===== config.mk =====
export PLATFORM = sky130hd
export DESIGN_NAME = robot_command_packet_decoder
export DESIGN_NICKNAME = d
export VERILOG_FILES = /design/src/rtl/core/rcpd_pkg.sv /design/src/rtl/core/rcpd_buf.sv /design/src/rtl/core/rcpd_alu.sv /design/src/rtl/core/robot_command_packet_decoder.sv
export SDC_FILE = /design/constraint.sdc
export NUM_CORES = 1
export LEC_CHECK = 0
export ABC_AREA = 0
export BUFFER_PORTS_ARGS = -buffer_cell sky130_fd_sc_hd__buf_4
export CAP_MARGIN = 25
export CELL_PAD_IN_SITES_DETAIL_PLACEMENT = 0
export CELL_PAD_IN_SITES_GLOBAL_PLACEMENT = 1
export CORE_ASPECT_RATIO = 0.5
export CORE_MARGIN = 4
export CORE_UTILIZATION = 35
export CTS_CLUSTER_DIAMETER = 100
export DETAILED_ROUTE_END_ITERATION = 10
export GPL_TIMING_DRIVEN = 1
export PLACE_DENSITY_LB_ADDON = 0.1
export RECOVER_POWER = 50
export SLEW_MARGIN = 20
export SYNTH_ARGS = -nofsm -noshare
export SYNTH_HDL_FRONTEND = slang
export SYNTH_HIERARCHICAL = 1
export SYNTH_SLANG_ARGS = --single-unit

===== constraint.sdc =====
create_clock -name clk -period 11 [get_ports clk]
set_input_delay 0 -clock clk [delete_from_list [all_inputs] [get_ports clk]]
set_output_delay 0 -clock clk [all_outputs]
set_load 0.02 [all_outputs]

===== src/rtl/core/rcpd_pkg.sv =====
// ----------------------------------------------------------------------------
// rcpd_pkg
// Shared constants for the robot command packet decoder: defaults, register
// addresses and status codes.
// ----------------------------------------------------------------------------
package rcpd_pkg;

  localparam int PACKET_BYTES_DEF = 64;

  // Register map, selected by paddr bit 2.
  localparam logic REG_ROBOT_ID = 1'b0;
  localparam logic REG_MAX_KICK = 1'b1;

  localparam logic [3:0] ROBOT_ID_RST = 4'd1;
  localparam logic [7:0] MAX_KICK_RST = 8'd127;
  localparam logic [7:0] KICK_SAT     = 8'd127;

  // Result status codes.
  localparam logic [1:0] ST_OK       = 2'd0;
  localparam logic [1:0] ST_NOT_ADDR = 2'd1;
  localparam logic [1:0] ST_NO_SLOT  = 2'd2;

  // Slot position and robot mask geometry.
  localparam int POS_W = 4;
  localparam int VEC_W = 12;

endpackage


===== src/rtl/core/rcpd_buf.sv =====
// ----------------------------------------------------------------------------
// rcpd_buf
// Packet byte buffer: one write port and one read port with registered data.
// ----------------------------------------------------------------------------
module rcpd_buf #(
  parameter int DEPTH = 64,
  parameter int AW    = 6
) (
  input  logic          clk,
  input  logic          wr_en,
  input  logic [AW-1:0] wr_addr,
  input  logic [7:0]    wr_data,
  input  logic [AW-1:0] rd_addr,
  output logic [7:0]    rd_data
);

  logic [7:0] mem [DEPTH];

  always_ff @(posedge clk) begin
    if (wr_en) begin
      mem[wr_addr] <= wr_data;
    end
  end

  always_ff @(posedge clk) begin
    rd_data <= mem[rd_addr];
  end

endmodule


===== src/rtl/core/rcpd_alu.sv =====
// ----------------------------------------------------------------------------
// rcpd_alu
// Shared adder with a bound compare against the received byte count. Used for
// the slot count, the slot range checks and every slot byte address.
// ----------------------------------------------------------------------------
module rcpd_alu #(
  parameter int XW = 7,
  parameter int IW = 7
) (
  input  logic [XW-1:0] a,
  input  logic [XW-1:0] b,
  input  logic [IW-1:0] count,
  output logic [XW-1:0] sum,
  output logic          lt
);

  assign sum = a + b;
  assign lt  = sum < XW'(count);

endmodule


===== src/rtl/core/robot_command_packet_decoder.sv =====
// ----------------------------------------------------------------------------
// robot_command_packet_decoder
// Buffers a radio command packet and, on its last byte, decodes this robot's
// slot: dribbler, kick type and strength, and three sign-magnitude speeds.
// ----------------------------------------------------------------------------
//  Channel  Dir  Payload
//  in_      in   tdata[7:0] packet byte, tlast marks the final byte
//  out_     out  tuser status, tdata slot fields (one request per packet)
//  cfg_     in   APB registers: 0x0 robot_id, 0x4 max_kick_strength
//
// Non-final bytes are accepted back to back. The final byte starts a decode
// sequence that reads the buffer one byte per cycle through its single read
// port and runs the slot count through the shared adder one bit per cycle:
// in_tready stays low until the decode ends, earlier when the robot is not
// addressed or the slot check fails, and while a finished result waits for
// the output register. Reset is synchronous; the buffer is not cleared.
// ----------------------------------------------------------------------------
module robot_command_packet_decoder #(
  parameter int PACKET_BYTES = rcpd_pkg::PACKET_BYTES_DEF
) (
  input  logic        clk,
  input  logic        rst_n,
  input  logic        in_tvalid,
  output logic        in_tready,
  input  logic [7:0]  in_tdata,   // [7:0] packet_byte
  input  logic        in_tlast,   // last_byte
  output logic        out_tvalid,
  input  logic        out_tready,
  output logic [47:0] out_tdata,  // [2:0] dribble, [3] kick_is_chip,
                                  // [11:4] kick_strength, [21:12] speed_x,
                                  // [31:22] speed_y, [41:32] rot_speed
  output logic [1:0]  out_tuser,  // [1:0] status
  input  logic        cfg_psel,
  input  logic        cfg_penable,
  input  logic        cfg_pwrite,
  input  logic [2:0]  cfg_paddr,
  input  logic [31:0] cfg_pwdata,
  output logic [31:0] cfg_prdata,
  output logic        cfg_pready
);

  import rcpd_pkg::*;

  localparam int AW = $clog2(PACKET_BYTES);
  localparam int IW = $clog2(PACKET_BYTES + 1);
  localparam int XW = (IW > 6) ? IW : 6;

  typedef enum logic [2:0] {
    S_IDLE, S_ADDR1, S_ADDR2, S_ADDRCHK, S_POP, S_CHK1, S_CHK2, S_RD
  } state_t;

  // ---------------- configuration ----------------
  logic [3:0] robot_id_r;
  logic [7:0] max_kick_r;
  logic       cfg_wr;

  assign cfg_pready = 1'b1;
  assign cfg_wr     = cfg_psel & cfg_penable & cfg_pwrite & cfg_pready;

  always_ff @(posedge clk) begin
    if (!rst_n) begin
      robot_id_r <= ROBOT_ID_RST;
      max_kick_r <= MAX_KICK_RST;
    end else if (cfg_wr) begin
      unique case (cfg_paddr[2])
        REG_ROBOT_ID: robot_id_r <= cfg_pwdata[3:0];
        REG_MAX_KICK: max_kick_r <= cfg_pwdata[7:0];
        default:      robot_id_r <= robot_id_r;
      endcase
    end
  end

  always_comb begin
    unique case (cfg_paddr[2])
      REG_ROBOT_ID: cfg_prdata = {28'd0, robot_id_r};
      REG_MAX_KICK: cfg_prdata = {24'd0, max_kick_r};
      default:      cfg_prdata = 32'd0;
    endcase
  end

  // ---------------- datapath ----------------
  state_t           state_r;
  logic [IW-1:0]    count_r;
  logic [3:0]       b1_r;
  logic [VEC_W-1:0] vec_r;
  logic [POS_W-1:0] pos_r;
  logic [3:0]       k_r;
  logic [2:0]       j_r;
  logic [1:0]       status_r;
  logic             done_r;
  logic [7:0]       cap_r [6];
  logic             out_valid_r;
  logic [47:0]      out_data_r;
  logic [1:0]       out_user_r;

  logic             in_acc;
  logic             wr_en;
  logic [AW-1:0]    rd_addr;
  logic [7:0]       rd_data;
  logic [XW-1:0]    alu_a;
  logic [XW-1:0]    alu_b;
  logic [XW-1:0]    alu_sum;
  logic             alu_lt;
  logic [3:0]       id_m1;
  logic             id_ok;
  logic [VEC_W-1:0] vec_nxt;
  logic [XW-1:0]    pos4;
  logic [47:0]      fields;
  logic             out_free;

  assign in_tready = (state_r == S_IDLE) && !done_r;
  assign in_acc    = in_tvalid && in_tready;
  assign wr_en     = in_acc && (count_r < IW'(PACKET_BYTES));
  assign id_m1     = robot_id_r - 4'd1;
  assign id_ok     = (robot_id_r >= 4'd1) && (robot_id_r <= 4'd12);
  assign vec_nxt   = {b1_r, ((count_r > IW'(2)) ? rd_data : 8'd0)};
  assign pos4      = XW'({pos_r, 2'b00});
  assign out_free  = !out_valid_r || out_tready;

  rcpd_buf #(.DEPTH(PACKET_BYTES), .AW(AW)) u_buf (
    .clk     (clk),
    .wr_en   (wr_en),
    .wr_addr (count_r[AW-1:0]),
    .wr_data (in_tdata),
    .rd_addr (rd_addr),
    .rd_data (rd_data)
  );

  rcpd_alu #(.XW(XW), .IW(IW)) u_alu (
    .a     (alu_a),
    .b     (alu_b),
    .count (count_r),
    .sum   (alu_sum),
    .lt    (alu_lt)
  );

  // Operand selection for the shared adder. Slot bytes sit at 4*pos+3..+6,
  // the shared speed byte at pos+15 and the strength byte at pos+18.
  always_comb begin
    alu_a = XW'(pos_r);
    alu_b = '0;
    unique case (state_r)
      S_POP:  alu_b = XW'(vec_r[k_r]);
      S_CHK1: begin
        alu_a = pos4;
        alu_b = XW'(6);
      end
      S_CHK2: alu_b = XW'(18);
      S_RD: begin
        unique case (j_r)
          3'd4:    alu_b = XW'(15);
          3'd5:    alu_b = XW'(18);
          default: begin
            alu_a = pos4;
            alu_b = XW'(j_r) + XW'(3);
          end
        endcase
      end
      default: alu_b = '0;
    endcase
  end

  always_comb begin
    unique case (state_r)
      S_IDLE, S_ADDR1: rd_addr = AW'(1);
      S_ADDR2:         rd_addr = AW'(2);
      default:         rd_addr = alu_sum[AW-1:0];
    endcase
  end

  function automatic logic [9:0] sm_speed(input logic [7:0] b, input logic [1:0] hi);
    logic [9:0] mag;
    mag = {1'b0, hi, b[6:0]};
    return b[7] ? 10'(10'd0 - mag) : mag;
  endfunction

  always_comb begin
    logic [2:0] drib;
    logic [7:0] ks;
    drib = {1'b0, cap_r[0][5:4]};
    if (cap_r[0][7]) begin
      drib = 3'(3'd0 - drib);
    end
    ks = (cap_r[5] >= KICK_SAT) ? max_kick_r : cap_r[5];
    fields = {6'd0,
              sm_speed(cap_r[3], cap_r[4][3:2]),
              sm_speed(cap_r[2], cap_r[4][5:4]),
              sm_speed(cap_r[1], cap_r[4][7:6]),
              ks, cap_r[0][6], drib};
  end

  always_ff @(posedge clk) begin
    if (!rst_n) begin
      state_r     <= S_IDLE;
      count_r     <= '0;
      done_r      <= 1'b0;
      out_valid_r <= 1'b0;
      status_r    <= ST_OK;
      k_r         <= '0;
      j_r         <= '0;
      pos_r       <= '0;
    end else begin
      // A finished decode waits here until the output register is free.
      if (done_r && out_free) begin
        out_valid_r <= 1'b1;
        out_user_r  <= status_r;
        out_data_r  <= (status_r == ST_OK) ? fields : 48'd0;
        done_r      <= 1'b0;
        count_r     <= '0;
      end else if (out_valid_r && out_tready) begin
        out_valid_r <= 1'b0;
      end
      unique case (state_r)
        S_IDLE: begin
          if (in_acc) begin
            if (wr_en) begin
              count_r <= count_r + IW'(1);
            end
            if (in_tlast) begin
              state_r <= S_ADDR1;
            end
          end
        end
        S_ADDR1: state_r <= S_ADDR2;
        S_ADDR2: begin
          b1_r    <= (count_r > IW'(1)) ? rd_data[3:0] : 4'd0;
          state_r <= S_ADDRCHK;
        end
        S_ADDRCHK: begin
          vec_r <= vec_nxt;
          pos_r <= '0;
          k_r   <= '0;
          if (id_ok && vec_nxt[id_m1]) begin
            state_r <= S_POP;
          end else begin
            status_r <= ST_NOT_ADDR;
            done_r   <= 1'b1;
            state_r  <= S_IDLE;
          end
        end
        S_POP: begin
          if (k_r == id_m1) begin
            state_r <= S_CHK1;
          end else begin
            pos_r <= alu_sum[POS_W-1:0];
            k_r   <= k_r + 4'd1;
          end
        end
        S_CHK1, S_CHK2: begin
          if (!alu_lt) begin
            status_r <= ST_NO_SLOT;
            done_r   <= 1'b1;
            state_r  <= S_IDLE;
          end else if (state_r == S_CHK1) begin
            state_r <= S_CHK2;
          end else begin
            j_r     <= '0;
            state_r <= S_RD;
          end
        end
        S_RD: begin
          // Read issued at step j returns at step j+1.
          if (j_r != 3'd0) begin
            cap_r[3'(j_r - 3'd1)] <= rd_data;
          end
          if (j_r == 3'd6) begin
            status_r <= ST_OK;
            done_r   <= 1'b1;
            state_r  <= S_IDLE;
          end else begin
            j_r <= j_r + 3'd1;
          end
        end
        default: state_r <= S_IDLE;
      endcase
    end
  end

  assign out_tvalid = out_valid_r;
  assign out_tdata  = out_data_r;
  assign out_tuser  = out_user_r;

endmodule

==> qor.txt <==
Via density: 5.135
Leakage power: 0.009912 uW
Cell Pwr Density: 166.2 nW/um2
Async set or reset register ratio after synthesis: 0%
FF-to-FF setup slack: 4.95 ns
Reg2Reg Capture Point: u_buf/rd_data[1]
# nets final: 1787
Share of cells above drive strength 1: 17.02%
Achievable frequency: 0.1653 GHz
Sum Neg Setup Slack: 0 ns
Min-delay worst type: input pin to flip-flop
Initial Utilization: 35.34%
GRT Residual Overflow: 0
Syn_area_per_cell: 17.16 um2
Power Total: 5159 uW
Area post-placement: 28810 um2
Worst Max-Slew Pin Slew: 3.289 ns
Area of the multi-input gates: 7347 um2
Period utilisation layout: 55.01%
Slew headroom: -119.3%
Hold path depth: 5
Initial antenna violation count: 0
# setup viols final: 0
Final hold vios: 0
CTS tree: built
Max Slew Vio Count: 589
CP Launch Type: flip-flop
Multiplexer area fraction after synthesis: 13.12%
Post-CTS Setup Repair Bufs: 0
Kind of critical path: flip-flop to flip-flop
Run status: finished with violations
Max Cap Violations: 10
Clk Latency, worst-skew pair: 0.65 ns
Num CTS Buffers: 61
Post-cts hold buffer count: 38
Die Ht: 205.5 um
Register bit total from synthesis: 659
WP data arrival: 6.53 ns
Skew final: 0.02953 ns
Maximum VDD drop: 0.0001174 V
Vias in the first global route: 14900
Fillers: 7070
Worst EP required: 11.48 ns
RSZ-0062 raised after global routing: no
First-pass GRT wire length: 98.58 mm
Post-CTS sizing: 0
IO buf count: 78
Residual DRC: 0
Worst r2r src: j_r[0]
Worst-case clock buffer depth: 3
Fin util: 40.16%
Distinct cell type count after synthesis: 80
Die ar.: 82840 um2
Hold EP: count_r[1]
EDFF count, synth: 614
Synth Instances: 1592
Worst Reg-to-Reg Cells: 15
Largest net degree at the start of global routing: 95
Hold_sp: in_tvalid
Drt first pass iters: 5
Layout overhead on the synthesized area: 13.64%
Mapped Area: 27310 um2
Row cnt: 72
Dpl hpwl: 39.96 mm
Synth warnings: 6
GRT Total Usage: 16.07%
Post-synthesis compound-gate area fraction: 4.269%
Sequential share of the synthesized area: 70.80%
FF+latch area: 19340 um2
Worst-path clk slew: 0.07 ns
CP max FO: 60
Tmin final: 6.051 ns
Vias: 14340
Routed Antenna Nets: 0
CTS root buf: clkbuf_16
Final Cell Area: 31040 um2
# H-tree levels: 2
Simple-gate portion of the synthesized area: 6.432%
CP Capture Type: flip-flop
Post-synthesis adder-cell area fraction: 1.264%
Die Wd: 403.1 um
Antenna Cells: 0
XOR/XNOR Fraction of Synth Area: 1.173%
Initial drt markers: 1323
Failing checks: max-capacitance violations, max-slew violations
Avg WL per Cell: 23.72 um
Routability cong.: 0.7676
Crit path launch: j_r[0]
Routed WL: 66.26 mm
Predominant post-synthesis flop cell: edfxtp_1
# clock sinks: 659
# IOs: 136
Core area: 77290 um2
Largest family of logic cells by synthesized area: multiplexers
==> synth_stat cells, drive strengths merged (6+ instances only) <==
cell,count,area share (%)
mux2i,43,1.6
dfxtp,45,3.3
xnor2,12,0.38
o21ai,30,0.55
nor2,154,2.1
nand4,8,0.18
nor2b,25,0.57
inv,32,0.44
nand3,37,0.68
buf,70,1.9
and2b,8,0.24
o221ai,9,0.29
nand2,70,0.96
xor2,22,0.71
edfxtp,614,68
o22ai,8,0.18
clkbuf,39,0.54
mux2,18,0.74
ha,26,1.2
and2,13,0.30
nor3,12,0.24
or3,6,0.16
a221oi,8,0.28
nand2b,12,0.27
mux4,131,11
a211oi,13,0.42
a21oi,31,0.58
==> state kept, by name, indices dropped and copies added, names as in the netlist <==
signal,count
b1_r,4
done_r,1
out_tdata,42
k_r,4
max_kick_r,8
robot_id_r,4
status_r,2
state_r,3
cap_r,42
vec_r,12
count_r,7
j_r,3
out_tvalid,1
pos_r,4
u_buf/mem,512
u_buf/rd_data,8
out_tuser,2
==> worst max-delay path, cell delays in order (launching register included) <==
cell       delay [ns]
dfxtp_1          0.42
inv_1            0.17
ha_1             0.28
o21ai_0          0.29
o211ai_1         0.25
and2_1           0.28
ha_1             0.24
fa_1             0.58
nor2_1           0.10
a21oi_4          0.14
buf_4            0.78
buf_4            0.65
mux4_2           0.59
mux2_2           0.28
a221oi_1         0.46
o2bb2ai_1        0.24
==> cell families (layout without fill, tap and decap cells) <==
| family | after synthesis | after routing |
|---|---|---|
| buffers and inverters | 143 | 276 |
| xor gates and xnor gates | 35 | 35 |
| DFF | 659 | 659 |
| AOI/OAI and AO/OA | 163 | 163 |
| adders and majority gates | 27 | 27 |
| muxes | 192 | 192 |
| and+or+nand+nor | 371 | 371 |
| other | 2 | 34 |
==> through the flow <==
stage,hold slack [ns],worst slack (ns),cells
6_report,0.05724,4.949,2793
5_1_grt,0.09973,4.552,2793
3_5_place_dp,0.2181,4.936,2642
3_3_place_gp,0.2185,4.942,2642
2_1_floorplan,0.09887,6.761,1624
4_1_cts,0.02574,4.944,2791
==> routing by layer <==
layer / global-route usage (%) / up-vias / wire [um]
li1: - / 6427 / -
met1: 22.34 / 7434 / 29530
met2: 26.13 / 381 / 31270
met3: 3.028 / 99 / 3903
met4: 4.248 / 0 / 1553
met5: 0 / - / 0
==> area by class of cell <==
cell class / count / share of cell area [%]
clock buffers: 70 / 5.095
clock inverters: 41 / 1.536
multi-input cells: 822 / 23.67
repair buffers: 131 / 2.793
flip-flops and latches: 659 / 62.30
well taps: 1036 / 4.176
inverters: 34 / 0.4273
==> placed cells by master (no fill, tap or decap), types with 26 or more instances in the layout <==
cell type / n
edfxtp_1: 614
nor2_1: 153
mux4_2: 131
nand2_1: 70
clkbuf_1: 67
clkbuf_16: 62
dfxtp_1: 45
mux2i_1: 43
dlygate4sd3_1: 38
nand3_1: 37
conb_1: 34
inv_1: 32
buf_4: 32
a21oi_1: 29
o21ai_0: 27
ha_1: 26
==> how the worst max path moves through the flow <==
| stage | slack [ns] | depth (start not counted) | endpoint |
|---|---|---|---|
| 6_report | 4.95 | 15 | u_buf/rd_data[1] |
| 5_1_grt | 4.55 | 16 | u_buf/rd_data[4] |
| 4_1_cts | 4.94 | 16 | u_buf/rd_data[4] |
| 3_5_place_dp | 4.94 | 16 | u_buf/rd_data[4] |
| 3_3_place_gp | 4.94 | 16 | u_buf/rd_data[4] |
| 2_1_floorplan | 6.76 | 18 | u_buf/rd_data[0] |
==> power by group <==
| group | switching, uW | internal [uW] |
|---|---|---|
| sequential | 18.8 | 2750 |
| clock | 942 | 1260 |
| combinational | 121 | 63.8 |
(Power assumes the default switching activity.)
